<file path="src/design/sre_pkg.sv">
// Shared types, constants and helper functions for the sixel run-length encoder.
// No dependencies; every other design file imports this package.
package sre_pkg;

   // Field widths
   localparam int CODE_W = 6;
   localparam int LEN_W  = 13;
   localparam int THR_W  = 5;
   localparam int CNT_W  = 5;
   localparam int IDX_W  = 4;

   // Defaults for top-level parameters
   localparam int MAX_WIDTH_DEF   = 4096;
   localparam int QUEUE_DEPTH_DEF = 2;

   // Commands carried on req_tuser
   localparam logic [1:0] CMD_PIXEL = 2'd0;
   localparam logic [1:0] CMD_START = 2'd1;
   localparam logic [1:0] CMD_END   = 2'd2;
   localparam logic [1:0] CMD_NOP   = 2'd3;

   // Configuration register indexes
   localparam logic [1:0] CSR_REPEAT_THRESHOLD = 2'd0;
   localparam logic [1:0] CSR_INVERT_PIXELS    = 2'd1;
   localparam logic [1:0] CSR_TERMINAL_MODE    = 2'd2;

   // Characters
   localparam logic [7:0] CH_ESC   = 8'h1B;
   localparam logic [7:0] CH_BANG  = 8'h21;
   localparam logic [7:0] CH_DASH  = 8'h2D;
   localparam logic [7:0] CH_ZERO  = 8'h30;
   localparam logic [7:0] CH_SIXEL = 8'h3F;

   // Fixed byte sequences, addressed as [first, last] ranges
   localparam logic [IDX_W-1:0] SEQ_CLEAR_FIRST    = 4'd0;
   localparam logic [IDX_W-1:0] SEQ_START_FIRST    = 4'd6;
   localparam logic [IDX_W-1:0] SEQ_START_LAST     = 4'd9;
   localparam logic [IDX_W-1:0] SEQ_END_FIRST      = 4'd10;
   localparam logic [IDX_W-1:0] SEQ_END_LAST_PLAIN = 4'd11;
   localparam logic [IDX_W-1:0] SEQ_END_LAST_TERM  = 4'd14;
   localparam logic [IDX_W-1:0] SEQ_DASH           = 4'd15;

   localparam logic [7:0] SEQ_ROM [16] = '{
      8'h1B, 8'h5B, 8'h48,          // ESC [ H
      8'h1B, 8'h5B, 8'h4A,          // ESC [ J
      8'h1B, 8'h50, 8'h37, 8'h71,   // ESC P 7 q
      8'h1B, 8'h5C,                 // ESC backslash
      8'h1B, 8'h5B, 8'h48,          // ESC [ H
      8'h2D                         // band separator
   };

   typedef struct packed {
      logic [THR_W-1:0] repeat_threshold;
      logic             invert_pixels;
      logic             terminal_mode;
   } cfg_type;

   // One run to send, already classified
   typedef struct packed {
      logic              en;
      logic [CODE_W-1:0] code;
      logic [LEN_W-1:0]  len;
      logic              rep;    // use the '!' count form
      logic [1:0]        place;  // decimal place of the leading digit
   } run_type;

   // Everything one input transaction sends, in order r1, r2, sequence
   typedef struct packed {
      run_type          r1;
      run_type          r2;
      logic             seq_en;
      logic [IDX_W-1:0] seq_first;
      logic [IDX_W-1:0] seq_last;
   } job_type;

   typedef struct packed {
      logic [3:0]       digit;
      logic [LEN_W-1:0] sub;
   } digit_type;

   function automatic run_type make_run(input logic [CODE_W-1:0] code,
                                        input logic [LEN_W-1:0]  len,
                                        input logic [THR_W-1:0]  thr);
      run_type r;
      r.en    = (len != '0);
      r.code  = code;
      r.len   = len;
      r.rep   = (len > LEN_W'(thr));
      if (len >= LEN_W'(1000))     r.place = 2'd3;
      else if (len >= LEN_W'(100)) r.place = 2'd2;
      else if (len >= LEN_W'(10))  r.place = 2'd1;
      else                         r.place = 2'd0;
      return r;
   endfunction

   // Threshold k * 10^place, one constant per arm
   function automatic logic [LEN_W:0] dec_step(input logic [1:0] place, input int k);
      logic [LEN_W:0] v;
      unique case (place)
         2'd0:    v = (LEN_W+1)'(k);
         2'd1:    v = (LEN_W+1)'(k * 10);
         2'd2:    v = (LEN_W+1)'(k * 100);
         default: v = (LEN_W+1)'(k * 1000);
      endcase
      return v;
   endfunction

   // Decimal digit at one place, with the amount to take off the value
   function automatic digit_type dec_digit(input logic [LEN_W-1:0] rem,
                                           input logic [1:0]       place);
      digit_type d;
      logic [LEN_W:0] th;
      d.digit = 4'd0;
      d.sub   = '0;
      for (int k = 1; k < 10; k++) begin
         th = dec_step(place, k);
         if ({1'b0, rem} >= th) begin
            d.digit = 4'(k);
            d.sub   = th[LEN_W-1:0];
         end
      end
      return d;
   endfunction

   function automatic logic [7:0] sixel_char(input logic [CODE_W-1:0] code);
      return 8'({2'b00, code}) + CH_SIXEL;
   endfunction

endpackage

</file>
<file path="src/design/sixel_run_length_encoder_core.sv">
// Top level of the sixel run-length encoder: configuration registers, front end,
// job queue and back end. Depends on sre_pkg, sre_front, sre_queue, sre_back.
//
// Channel   Direction  Signals                                  Contents
// req       in         req_tvalid/tready/tdata/tlast/tuser      column, band end, command
// rsp       out        rsp_tvalid/tready/tdata/tlast            output byte, last of item
// csr       in         csr_we/addr/wdata                        register writes
//
// An input transaction is taken every cycle while the job queue has room.
// The back end takes a job in its idle state, emitting nothing, then sends its output bytes;
// it takes no new job from the queue until the last byte of the current job is emitted.
// Synchronous active-high reset; no clearing pass.
// A stalled rsp channel holds the output register; the queue absorbs QUEUE_DEPTH jobs.
module sixel_run_length_encoder_core #(
   parameter int MAX_WIDTH   = sre_pkg::MAX_WIDTH_DEF,
   parameter int QUEUE_DEPTH = sre_pkg::QUEUE_DEPTH_DEF
) (
   input  logic       clock,
   input  logic       reset,
   input  logic       req_tvalid,
   output logic       req_tready,
   input  logic [7:0] req_tdata,   // [5:0] column_bits, [7:6] zero
   input  logic       req_tlast,   // band_end
   input  logic [1:0] req_tuser,   // [1:0] command
   output logic       rsp_tvalid,
   input  logic       rsp_tready,
   output logic [7:0] rsp_tdata,   // [7:0] out_char
   output logic       rsp_tlast,   // last_of_run
   input  logic       csr_we,
   input  logic [1:0] csr_addr,
   input  logic [4:0] csr_wdata
);
   import sre_pkg::*;

   cfg_type cfg_ff;
   logic    q_full, q_valid, q_pop, push_valid;
   job_type push_job, q_head;

   // Configuration registers
   always_ff @(posedge clock) begin
      if (reset) begin
         cfg_ff.repeat_threshold <= THR_W'(3);
         cfg_ff.invert_pixels    <= 1'b1;
         cfg_ff.terminal_mode    <= 1'b1;
      end else if (csr_we) begin
         unique case (csr_addr)
            CSR_REPEAT_THRESHOLD: cfg_ff.repeat_threshold <= csr_wdata;
            CSR_INVERT_PIXELS:    cfg_ff.invert_pixels    <= csr_wdata[0];
            CSR_TERMINAL_MODE:    cfg_ff.terminal_mode    <= csr_wdata[0];
            default: begin
            end
         endcase
      end
   end

   sre_front #(.MAX_WIDTH(MAX_WIDTH)) u_front (
      .clock      (clock),
      .reset      (reset),
      .cfg        (cfg_ff),
      .req_tvalid (req_tvalid),
      .req_tready (req_tready),
      .req_tdata  (req_tdata),
      .req_tlast  (req_tlast),
      .req_tuser  (req_tuser),
      .q_full     (q_full),
      .push_valid (push_valid),
      .push_job   (push_job)
   );

   sre_queue #(.DEPTH(QUEUE_DEPTH)) u_queue (
      .clock      (clock),
      .reset      (reset),
      .push       (push_valid),
      .push_job   (push_job),
      .pop        (q_pop),
      .full       (q_full),
      .head_valid (q_valid),
      .head_job   (q_head)
   );

   sre_back u_back (
      .clock      (clock),
      .reset      (reset),
      .q_valid    (q_valid),
      .q_head     (q_head),
      .q_pop      (q_pop),
      .rsp_tvalid (rsp_tvalid),
      .rsp_tready (rsp_tready),
      .rsp_tdata  (rsp_tdata),
      .rsp_tlast  (rsp_tlast)
   );

endmodule

</file>
<file path="src/design/sre_front.sv">
// Front end: accepts input transactions, tracks the open run and classifies
// each transaction into at most one job for the queue. Depends on sre_pkg.
module sre_front #(
   parameter int MAX_WIDTH = sre_pkg::MAX_WIDTH_DEF
) (
   input  logic             clock,
   input  logic             reset,
   input  sre_pkg::cfg_type cfg,
   input  logic             req_tvalid,
   output logic             req_tready,
   input  logic [7:0]       req_tdata,   // [5:0] column_bits, [7:6] zero
   input  logic             req_tlast,   // band_end
   input  logic [1:0]       req_tuser,   // [1:0] command
   input  logic             q_full,
   output logic             push_valid,
   output sre_pkg::job_type push_job
);
   import sre_pkg::*;

   localparam logic [LEN_W-1:0] LEN_MAX = LEN_W'(MAX_WIDTH);

   logic [CODE_W-1:0] run_code_ff, run_code_in;
   logic [LEN_W-1:0]  run_len_ff, run_len_in;
   logic              accept;
   logic [CODE_W-1:0] code;
   logic [LEN_W-1:0]  new_len;
   job_type           job;

   assign req_tready = ~q_full;
   assign accept     = req_tvalid & req_tready;

   // Classify the transaction and compute the next run state
   always_comb begin
      code        = cfg.invert_pixels ? (req_tdata[5:0] ^ 6'h3F) : req_tdata[5:0];
      job         = '0;
      new_len     = run_len_ff;
      run_code_in = run_code_ff;
      run_len_in  = run_len_ff;
      unique case (req_tuser)
         CMD_PIXEL: begin
            if (code != run_code_ff) begin
               job.r1  = make_run(run_code_ff, run_len_ff, cfg.repeat_threshold);
               new_len = LEN_W'(1);
            end else if (run_len_ff < LEN_MAX) begin
               new_len = run_len_ff + LEN_W'(1);
            end
            if (req_tlast) begin
               job.r2        = make_run(code, new_len, cfg.repeat_threshold);
               job.r2.en     = (code != '0);
               job.seq_en    = 1'b1;
               job.seq_first = SEQ_DASH;
               job.seq_last  = SEQ_DASH;
               run_code_in   = '0;
               run_len_in    = '0;
            end else begin
               run_code_in = code;
               run_len_in  = new_len;
            end
         end
         CMD_START: begin
            job.seq_en    = 1'b1;
            job.seq_first = cfg.terminal_mode ? SEQ_CLEAR_FIRST : SEQ_START_FIRST;
            job.seq_last  = SEQ_START_LAST;
            run_code_in   = '0;
            run_len_in    = '0;
         end
         CMD_END: begin
            job.seq_en    = 1'b1;
            job.seq_first = SEQ_END_FIRST;
            job.seq_last  = cfg.terminal_mode ? SEQ_END_LAST_TERM : SEQ_END_LAST_PLAIN;
            run_code_in   = '0;
            run_len_in    = '0;
         end
         CMD_NOP: begin
         end
         default: begin
         end
      endcase
   end

   assign push_valid = accept & (job.r1.en | job.r2.en | job.seq_en);
   assign push_job   = job;

   // Open run state
   always_ff @(posedge clock) begin
      if (reset) begin
         run_code_ff <= '0;
         run_len_ff  <= '0;
      end else if (accept) begin
         run_code_ff <= run_code_in;
         run_len_ff  <= run_len_in;
      end
   end

endmodule

</file>
<file path="src/design/sre_queue.sv">
// Short job queue between front and back end, a small register FIFO.
// Depends on sre_pkg for the job type.
module sre_queue #(
   parameter int DEPTH = sre_pkg::QUEUE_DEPTH_DEF
) (
   input  logic             clock,
   input  logic             reset,
   input  logic             push,
   input  sre_pkg::job_type push_job,
   input  logic             pop,
   output logic             full,
   output logic             head_valid,
   output sre_pkg::job_type head_job
);
   import sre_pkg::*;

   localparam int PTR_W = (DEPTH > 1) ? $clog2(DEPTH) : 1;
   localparam int CNT_W = $clog2(DEPTH + 1);
   localparam logic [PTR_W-1:0] PTR_LAST = PTR_W'(DEPTH - 1);

   job_type          mem_ff [DEPTH];
   logic [PTR_W-1:0] wr_ptr_ff, wr_ptr_in;
   logic [PTR_W-1:0] rd_ptr_ff, rd_ptr_in;
   logic [CNT_W-1:0] count_ff, count_in;
   logic             do_push, do_pop;

   assign full       = (count_ff == CNT_W'(DEPTH));
   assign head_valid = (count_ff != '0);
   assign head_job   = mem_ff[rd_ptr_ff];
   assign do_push    = push & ~full;
   assign do_pop     = pop & head_valid;

   // Pointer and fill count update
   always_comb begin
      wr_ptr_in = wr_ptr_ff;
      rd_ptr_in = rd_ptr_ff;
      count_in  = count_ff;
      if (do_push) wr_ptr_in = (wr_ptr_ff == PTR_LAST) ? '0 : wr_ptr_ff + PTR_W'(1);
      if (do_pop)  rd_ptr_in = (rd_ptr_ff == PTR_LAST) ? '0 : rd_ptr_ff + PTR_W'(1);
      if (do_push & ~do_pop)      count_in = count_ff + CNT_W'(1);
      else if (do_pop & ~do_push) count_in = count_ff - CNT_W'(1);
   end

   always_ff @(posedge clock) begin
      if (reset) begin
         wr_ptr_ff <= '0;
         rd_ptr_ff <= '0;
         count_ff  <= '0;
      end else begin
         wr_ptr_ff <= wr_ptr_in;
         rd_ptr_ff <= rd_ptr_in;
         count_ff  <= count_in;
      end
   end

   // Entry storage, no reset
   always_ff @(posedge clock) begin
      if (do_push) mem_ff[wr_ptr_ff] <= push_job;
   end

endmodule

</file>
<file path="src/design/sre_back.sv">
// Back end: expands queued jobs into output bytes, one byte per cycle within a job while
// rsp is not stalled, through a registered output stage. Depends on sre_pkg.
module sre_back (
   input  logic             clock,
   input  logic             reset,
   input  logic             q_valid,
   input  sre_pkg::job_type q_head,
   output logic             q_pop,
   output logic             rsp_tvalid,
   input  logic             rsp_tready,
   output logic [7:0]       rsp_tdata,   // [7:0] out_char
   output logic             rsp_tlast    // last_of_run
);
   import sre_pkg::*;

   localparam logic [2:0] ST_IDLE  = 3'd0;
   localparam logic [2:0] ST_BANG  = 3'd1;
   localparam logic [2:0] ST_DIGIT = 3'd2;
   localparam logic [2:0] ST_CHAR  = 3'd3;
   localparam logic [2:0] ST_SEQ   = 3'd4;

   logic [2:0]        state_ff, state_in;
   logic [CODE_W-1:0] code_ff, code_in;
   logic [LEN_W-1:0]  rem_ff, rem_in;
   logic [1:0]        place_ff, place_in;
   logic [CNT_W-1:0]  cnt_ff, cnt_in;
   logic              has_r2_ff, has_r2_in;
   run_type           r2_ff, r2_in;
   logic              seq_en_ff, seq_en_in;
   logic [IDX_W-1:0]  seq_idx_ff, seq_idx_in;
   logic [IDX_W-1:0]  seq_last_ff, seq_last_in;
   logic              rsp_valid_ff, rsp_valid_in;
   logic [7:0]        rsp_data_ff, rsp_data_in;
   logic              rsp_last_ff, rsp_last_in;

   logic              out_free;
   logic              emit;
   logic [7:0]        emit_byte;
   logic              emit_last;
   logic              do_load;
   run_type           load_run;
   digit_type         dig;

   assign out_free = ~rsp_valid_ff | rsp_tready;
   assign dig      = dec_digit(rem_ff, place_ff);

   // Byte sequencer
   always_comb begin
      state_in    = state_ff;
      code_in     = code_ff;
      rem_in      = rem_ff;
      place_in    = place_ff;
      cnt_in      = cnt_ff;
      has_r2_in   = has_r2_ff;
      r2_in       = r2_ff;
      seq_en_in   = seq_en_ff;
      seq_idx_in  = seq_idx_ff;
      seq_last_in = seq_last_ff;
      q_pop       = 1'b0;
      emit        = 1'b0;
      emit_byte   = 8'h00;
      emit_last   = 1'b0;
      do_load     = 1'b0;
      load_run    = r2_ff;

      unique case (state_ff)
         ST_IDLE: begin
            if (q_valid) begin
               q_pop       = 1'b1;
               r2_in       = q_head.r2;
               seq_en_in   = q_head.seq_en;
               seq_idx_in  = q_head.seq_first;
               seq_last_in = q_head.seq_last;
               if (q_head.r1.en) begin
                  do_load   = 1'b1;
                  load_run  = q_head.r1;
                  has_r2_in = q_head.r2.en;
               end else if (q_head.r2.en) begin
                  do_load   = 1'b1;
                  load_run  = q_head.r2;
                  has_r2_in = 1'b0;
               end else begin
                  has_r2_in = 1'b0;
                  state_in  = ST_SEQ;
               end
            end
         end
         ST_BANG: begin
            if (out_free) begin
               emit      = 1'b1;
               emit_byte = CH_BANG;
               state_in  = ST_DIGIT;
            end
         end
         ST_DIGIT: begin
            if (out_free) begin
               emit      = 1'b1;
               emit_byte = CH_ZERO + 8'(dig.digit);
               rem_in    = rem_ff - dig.sub;
               if (place_ff == 2'd0) begin
                  state_in = ST_CHAR;
                  cnt_in   = CNT_W'(1);
               end else begin
                  place_in = place_ff - 2'd1;
               end
            end
         end
         ST_CHAR: begin
            if (out_free) begin
               emit      = 1'b1;
               emit_byte = sixel_char(code_ff);
               if (cnt_ff == CNT_W'(1)) begin
                  // run finished: next run, then sequence, else done
                  if (has_r2_ff) begin
                     do_load   = 1'b1;
                     has_r2_in = 1'b0;
                  end else if (seq_en_ff) begin
                     state_in = ST_SEQ;
                  end else begin
                     state_in  = ST_IDLE;
                     emit_last = 1'b1;
                  end
               end else begin
                  cnt_in = cnt_ff - CNT_W'(1);
               end
            end
         end
         ST_SEQ: begin
            if (out_free) begin
               emit      = 1'b1;
               emit_byte = SEQ_ROM[seq_idx_ff];
               if (seq_idx_ff == seq_last_ff) begin
                  state_in  = ST_IDLE;
                  emit_last = 1'b1;
               end else begin
                  seq_idx_in = seq_idx_ff + IDX_W'(1);
               end
            end
         end
         default: begin
            state_in = ST_IDLE;
         end
      endcase

      // Start a run: count form or repeated characters
      if (do_load) begin
         code_in  = load_run.code;
         rem_in   = load_run.len;
         place_in = load_run.place;
         cnt_in   = load_run.rep ? CNT_W'(1) : load_run.len[CNT_W-1:0];
         state_in = load_run.rep ? ST_BANG : ST_CHAR;
      end
   end

   // Output register
   always_comb begin
      rsp_valid_in = rsp_valid_ff & ~rsp_tready;
      rsp_data_in  = rsp_data_ff;
      rsp_last_in  = rsp_last_ff;
      if (emit) begin
         rsp_valid_in = 1'b1;
         rsp_data_in  = emit_byte;
         rsp_last_in  = emit_last;
      end
   end

   always_ff @(posedge clock) begin
      if (reset) begin
         state_ff     <= ST_IDLE;
         has_r2_ff    <= 1'b0;
         seq_en_ff    <= 1'b0;
         rsp_valid_ff <= 1'b0;
      end else begin
         state_ff     <= state_in;
         has_r2_ff    <= has_r2_in;
         seq_en_ff    <= seq_en_in;
         rsp_valid_ff <= rsp_valid_in;
      end
   end

   // Payload registers
   always_ff @(posedge clock) begin
      code_ff     <= code_in;
      rem_ff      <= rem_in;
      place_ff    <= place_in;
      cnt_ff      <= cnt_in;
      r2_ff       <= r2_in;
      seq_idx_ff  <= seq_idx_in;
      seq_last_ff <= seq_last_in;
      rsp_data_ff <= rsp_data_in;
      rsp_last_ff <= rsp_last_in;
   end

   assign rsp_tvalid = rsp_valid_ff;
   assign rsp_tdata  = rsp_data_ff;
   assign rsp_tlast  = rsp_last_ff;

endmodule

</file>
<file path="config.mk">
export PLATFORM = sky130hd
export DESIGN_NAME = sixel_run_length_encoder_core
export DESIGN_NICKNAME = d
export VERILOG_FILES = /design/src/design/sre_pkg.sv /design/src/design/sixel_run_length_encoder_core.sv /design/src/design/sre_front.sv /design/src/design/sre_queue.sv /design/src/design/sre_back.sv
export SDC_FILE = /design/constraint.sdc
export NUM_CORES = 1
export LEC_CHECK = 0
export BUFFER_PORTS_ARGS = -buffer_cell sky130_fd_sc_hd__buf_2
export CAP_MARGIN = 20
export CORE_MARGIN = 5
export CORE_UTILIZATION = 50
export CTS_BUF_LIST = sky130_fd_sc_hd__clkbuf_8 sky130_fd_sc_hd__clkbuf_16
export CTS_CLUSTER_SIZE = 28
export DETAILED_ROUTE_END_ITERATION = 10
export PLACE_DENSITY_LB_ADDON = 0.08
export SLEW_MARGIN = 25
export SYNTH_ARGS = -nofsm -noshare
export SYNTH_HDL_FRONTEND = slang
export SYNTH_SLANG_ARGS = --single-unit
</file>
<file path="constraint.sdc">
create_clock -name clock -period 9.15 [get_ports clock]
set_input_delay 0.4575 -clock clock [delete_from_list [all_inputs] [get_ports clock]]
set_output_delay 0.4575 -clock clock [all_outputs]
set_load 0.02 [all_outputs]
</file>
==> results of run 1 <==
registers in the layout, summed over array words and instances (netlist names), named ones only:
name	count
u_back.has_r2_ff	1
cfg_ff	7
u_front.run_code_ff	6
u_back.rsp_tlast	1
u_queue.count_ff	2
u_back.place_ff	2
u_queue.rd_ptr_ff	1
u_back.rsp_tvalid	1
u_back.cnt_ff	5
u_back.r2_ff	22
u_back.state_ff	3
u_queue.mem_ff	106
u_back.seq_idx_ff	4
u_back.rsp_tdata	7
u_back.seq_last_ff	4
u_front.run_len_ff	13
u_back.rem_ff	13
u_queue.wr_ptr_ff	1
u_back.code_ff	6
u_back.seq_en_ff	1
metal layers:
| metal | up-vias | global-route usage (%) | routed length, um | part of all wire, % |
|---|---|---|---|---|
| met3 | 63 | 2.48 | 1290 | 4.3 |
| met2 | 251 | 33.0 | 13800 | 45 |
| li1 | 4703 | - | - | - |
| met4 | 0 | 5.86 | 841 | 2.8 |
| met5 | - | 0 | 0 | 0 |
| met1 | 4483 | 30.6 | 14500 | 48 |
through the flow:
stage               total power, mW  area (um^2)  hold WS [ns]  cells  setup slack, ns
floorplan                      3.71        12600         0.445   1253             3.70
detailed placement             4.43        13000         0.474   1559             2.25
global placement               4.41        13000         0.470   1559             2.23
global route                   5.73        13700         0.145   1601             1.64
finish                         5.33        13700         0.139   1601             2.15
CTS                            5.32        13700         0.125   1601             2.24
report_power, final:
part	internal, mW	switching (mW)	total (mW)
combinational	1.11	1.79	2.90
clock	0.503	0.364	0.868
sequential	1.34	0.220	1.56
total	2.95	2.38	5.33
cell type report:
type | count | area share, %
multi-input combinational | 931 | 46.0
sequential | 207 | 42.6
clock buffer | 25 | 4.39
tap | 330 | 3.01
timing repair buffer | 43 | 1.81
inverter | 48 | 1.31
clock inverter | 17 | 0.830
worst max-delay path: cells and delay by family, from the launching register on:
kind                       cells  cell delay (ns)
and+or+nand+nor                5             1.06
DFF                            1             0.49
adders and majority gates      4             1.61
AOI/OAI and AO/OA             11             2.57
buffers and inverters          3             0.77
xor gates and xnor gates       1             0.32
worst paths after layout:
path	end	slack [ns]
worst max-delay path	u_back.rem_ff[12]$_DFFE_PP_	2.15
worst min-delay path	cfg_ff[3]$_SDFFE_PP1P_	0.14
worst max register to register	u_back.rem_ff[12]$_DFFE_PP_	2.15
worst min register to register	u_back.seq_en_ff$_SDFFE_PP0P_	0.48
cells by family after synthesis:
family	Yosys count	share of synthesized area, %
xor+xnor	50	3.58
compound gates	342	17.8
simple gates	411	16.4
buf+inv	115	3.72
flops	207	46.3
other cells	1	0.0297
mux	43	3.78
fa+ha+maj	84	8.39
placed cells by master (no fill, tap or decap), types with 15 or more instances in the layout:
master	count
o22ai_1	19
xor2_1	26
o21ai_0	65
inv_1	52
nand3_1	19
mux2i_1	15
a21oi_1	99
buf_2	30
dfxtp_1	36
a211oi_1	15
xnor2_1	23
nor2_1	139
and3_1	26
ha_1	83
clkbuf_16	23
nor3_1	42
nand2b_1	20
nand2_1	67
mux2_2	27
edfxtp_1	170
nor2b_1	19
==> qor.yml, run 1 <==
cts_setup_buffers: 0
path_cells: "inv_1, ha_1, inv_1, ha_1, nand4_1, nor3_1, a2111oi_0, a211oi_1, nor2b_1, a21oi_1, o211ai_1, and3_1, ha_1, inv_1, fa_1, a21oi_1, o21bai_1, a2111oi_0, o31ai_1, o21ai_1, nand2b_1, a21oi_1, xnor3_1, a21oi_1"
clock.fmax_mhz: 143
insertion_delay_ns: 0.52
setup_viol: 0
hpwlAfterDp_um: 21900
worstHoldPathCells: 2
synth_edf_count: 170
ctsHoldBuffers: 0
yosys.area.top_type_share_pct: 40.5
regArea_mm2: 0.00585
vias: 9500
numCtsBuffers: 23
arrival_ns: 7.35
num_antenna_cells: 0
leakage_nw: 5.04
gp_congestion: 0.935
setup_tns_ns: 0
die_area_mm2: 0.0285
worstHoldStart: "csr_wdata[1]"
ys.flop_type: "edfxtp_1"
clk_pin_slew_worst_paths_ns: 0.06
period_needed_ns: 7.00
gr-total-overflow: 0
r2r-start: "u_back.place_ff[0]$_DFFE_PP_"
syn-num-nets: 1360
critical_path.max_stage_delay_ns: 0.65
htree_num_levels: 1
slowest_stage: "ha_1"
via_per_inst: 5.93
initial_core_util_pct: 50.4
multiInputGateArea_mm2: 0.00632
rsz0062_at_grt: "no"
end_kind: "flip-flop"
required_ns: 9.50
hp-class: "in -> reg"
yosysWarnings: 0
synth_top_area_cell: "edfxtp_1"
layout-drive-gt1-share_pct: 10.5
firstDrtPassIters: 7
die_x_um: 169
max_slew.worst_pin.slew_ns: 0.963
io_pins: 34
cts_resized: 0
power_density_mw_per_mm2: 388
wl_per_cell_um: 19.0
clockBufferDepth: 3
maxSlewHeadroom_pct: 35.1
drtAntennaViolNets: 0
hold_viol: 0
cts_tree: "yes"
ir_drop_uv: 179
startpoint: "u_back.place_ff[0]$_DFFE_PP_"
cts-root-buf: "clkbuf_16"
portBuffers: 30
drt_iter0_drc: 852
antenna_found_initial: 0
synthesis.area_mm2: 0.0126
post-synth-top-count-cell: "edfxtp_1"
synth.yosys.seq_area_share_pct: 46.3
grt_pass1_vias: 8989
grt_start_max_net_pins: 54
cp-start-kind: "flip-flop"
syn_to_final_growth_pct: 8.79
fin_crit_sh_pct: 76.5
ys_top_cells_by_area: "edfxtp_1 (40%), ha_1 (8.2%), dfxtp_1 (5.9%)"
worst-path-max-fanout: 16
nets: 1361
drv_slew: 0
grt_pass1_wl_um: 48800
reg2reg_depth: 24
synth.avg_cell_area_um2: 10.1
async_flop_share_pct: 0
num-fill-cells: 2251
clkSinkCount: 207
grtUsageTotal_pct: 20.9
finalClockSkew_ns: 0.0188
path_class: "reg -> reg"
outcome: "finished, final reports clean"
row_count: 58
final_util_pct: 54.8
drcViolationCount: 0
synthCells: 1253
die_y_um: 169
max_cap_viol_count: 0
core_mm2: 0.0250
synth_commonest_cells: "edfxtp_1 (170), nor2_1 (140), a21oi_1 (100), ha_1 (83), nand2_1 (67)"
ys_seq_elements: 207
cp_common_cell: "a21oi_1"
drt-total-wl_um: 30400
ys_types: 90
Power figures use the tool's default switching activity.
==> run 2: changes to the inputs <==
==> constraint.sdc (replaced) <==
create_clock -name clock -period 7 [get_ports clock]
set_input_delay 0.35 -clock clock [delete_from_list [all_inputs] [get_ports clock]]
set_output_delay 0.35 -clock clock [all_outputs]
set_load 0.02 [all_outputs]
==> run 2 against run 1 <==
  * Global-route usage increased by 0.65 points
  * Critical path type unchanged
  * Maximum frequency increased by 13%
  * Largest power group unchanged
  * Sequential power increased by 32%
  * Sequential share of layout area down 0.57 points
  * Via count grew 1.8%
  * Clock-buffer cell count up 4
  * Cell area grew 1.4%
  * Critical path depth is 1 higher
==> qor.yml, run 2 (same netlist as run 1, synthesis figures left out) <==
die_y_um: 169  # unchanged
p_sw_mw: 3.16  # was 2.38 mW
core_mm2: 0.0250  # unchanged
gr-total-overflow: 0  # unchanged
htree_num_levels: 1  # unchanged
p_sw_share_pct: 43.9  # was 44.6%
portBuffers: 30  # unchanged
drcViolationCount: 0  # unchanged
rsz0062_at_grt: "no"  # unchanged
period_needed_ns: 6.21  # was 7.00 ns
reg_top3: "u_queue.mem_ff x106, u_back.r2_ff x22"  # unchanged
setup_viol: 0  # unchanged
max_slew.worst_pin.slew_ns: 1.03  # was 0.963 ns
vias: 9668  # was 9500
outcome: "finished, final reports clean"  # unchanged
row_count: 58  # unchanged
layout.cells.non_filler: 1613  # was 1601
ir_drop_uv: 214  # was 179 uV
fin_crit_sh_pct: 88.7  # was 76.5%
cp-start-kind: "flip-flop"  # unchanged
grtUsageTotal_pct: 21.6  # was 20.9%
initial_core_util_pct: 50.4  # unchanged
max_cap_viol_count: 0  # unchanged
final_common_cell: "edfxtp_1"  # unchanged
worst-path-max-fanout: 9  # was 16
finalClockSkew_ns: 0.00997  # was 0.0188 ns
hp-class: "in -> reg"  # unchanged
place_inst: 1571  # was 1559
cts_setup_buffers: 0  # unchanged
ctsHoldBuffers: 0  # unchanged
p_clk_share_pct: 17.7  # was 16.3%
p_int_mw: 4.03  # was 2.95 mW
grt_start_max_net_pins: 43  # was 54
power.total_mw: 7.19  # was 5.33 mW
hpwlAfterDp_um: 22400  # was 21900 um
cts_tree: "yes"  # unchanged
reg2reg_slack_ns: 0.79  # was 2.15 ns
via_per_inst: 5.99  # was 5.93
final_cell_mix: "edfxtp_1 (170), nor2_1 (140), a21oi_1 (99)"  # was edfxtp_1 (170), nor2_1 (139), a21oi_1 (99)
nets: 1373  # was 1361
cts_resized: 0  # unchanged
firstDrtPassIters: 5  # was 7
leakage_nw: 5.12  # was 5.04 nW
die_x_um: 169  # unchanged
wl_per_cell_um: 19.2  # was 19.0 um
crit_buf_inv: 4  # was 3
drt-total-wl_um: 31000  # was 30400 um
clkSinkCount: 207  # unchanged
path_class: "reg -> reg"  # unchanged
power_density_mw_per_mm2: 517  # was 388 mW/mm^2
largest_reg_flops: 106  # unchanged
gp_congestion: 0.909  # was 0.935
grt_pass1_vias: 9226  # was 8989
grt_pass1_wl_um: 50100  # was 48800 um
slowest_stage: "a2111oi_0"  # was ha_1
num_antenna_cells: 0  # unchanged
combPwrFrac_pct: 53.7  # was 54.4%
drv_slew: 0  # unchanged
clk_pin_slew_worst_paths_ns: 0.06  # about the same
critical_path.max_stage_delay_ns: 0.58  # was 0.65 ns
num-fill-cells: 2239  # was 2251
layout-drive-gt1-share_pct: 11.6  # was 10.5%
top_register: "u_queue.mem_ff"  # unchanged
insertion_delay_ns: 0.52  # about the same
die_area_mm2: 0.0285  # unchanged
setup_tns_ns: 0  # unchanged
clock.fmax_mhz: 161  # was 143 MHz
clockBufferDepth: 3  # unchanged
crit_family: "compound AO/OA/AOI/OAI gates"  # unchanged
hold_viol: 0  # unchanged
end_kind: "flip-flop"  # unchanged
io_pins: 34  # unchanged
maxSlewHeadroom_pct: 31.2  # was 35.1%
required_ns: 7.37  # was 9.50 ns
cp_common_cell: "a21oi_1"  # unchanged
drtAntennaViolNets: 0  # unchanged
syn_to_final_growth_pct: 10.3  # was 8.79%
numCtsBuffers: 23  # unchanged
pwr-share-seq_pct: 28.6  # was 29.3%
arrival_ns: 6.58  # was 7.35 ns
cts-root-buf: "clkbuf_16"  # unchanged
drt_iter0_drc: 820  # was 852
antenna_found_initial: 0  # unchanged
run 2: cell types whose count changed in the layout (fill, tap and decap cells not counted), sizes merged:
cell and delta:
clkinvlp +2, buf +12, inv -5, clkinv -3, bufinv +2, clkbuf +4
run 2: final cells by class:
type	instances	area (um^2)	area share, %
Clock buffer	29	658	4.73
Clock inverter	13	159	1.14
Inverter	48	180	1.30
Multi-Input combinational cell	931	6320	45.4
Sequential cell	207	5850	42.0
Tap cell	330	413	2.97
Timing Repair Buffer	55	338	2.43
run 2: stage by stage:
| stage | utilization, % | setup slack [ns] | instance area (um^2) | hold slack, ns |
|---|---|---|---|---|
| floorplan | - | 1.55 | 12600 | 0.445 |
| global placement | 52.3 | 0.880 | 13100 | 0.472 |
| detailed placement | 52.3 | 0.839 | 13100 | 0.477 |
| CTS | 55.6 | 0.825 | 13900 | 0.00844 |
| global route | 55.6 | 0.365 | 13900 | 0.0366 |
| finish | 55.6 | 0.792 | 13900 | 0.0318 |
run 2: routing by layer:
metal | global-route usage [%] | routed length [um] | up-vias
met5 | 0 | 0 | -
met4 | 5.79 | 814 | 0
met3 | 2.85 | 1550 | 68
met2 | 34.6 | 14100 | 273
met1 | 31.0 | 14500 | 4597
li1 | - | - | 4730
run 2: power groups by stage:
stage          registers (mW)  clock network [mW]  logic (mW)
2_1_floorplan            1.95                   0        2.89
3_3_place_gp             2.07                   0        3.77
3_5_place_dp             2.08                   0        3.81
4_1_cts                  2.05                1.30        3.83
5_1_grt                  2.09                1.35        4.30
6_report                 2.06                1.27        3.86
run 2: worst reg2reg max path: cells and delay by family (launching register included):
family	cells	cell delay (ns)
compound gates	14	3.19
xor+xnor	1	0.33
fa+ha+maj	4	1.22
buf+inv	4	0.55
flops	1	0.48
simple gates	2	0.29
run 2: worst paths after layout:
| kind | startpoint | to | depth (start not counted) |
|---|---|---|---|
| worst min-delay path | csr_wdata[1] | cfg_ff[3]$_SDFFE_PP1P_ | 2 |
| worst max-delay path | u_back.place_ff[0]$_DFFE_PP_ | u_back.rem_ff[12]$_DFFE_PP_ | 25 |
| worst min register to register | u_back.seq_en_ff$_SDFFE_PP0P_ | u_back.seq_en_ff$_SDFFE_PP0P_ | 2 |
| worst max register to register | u_back.place_ff[0]$_DFFE_PP_ | u_back.rem_ff[12]$_DFFE_PP_ | 25 |
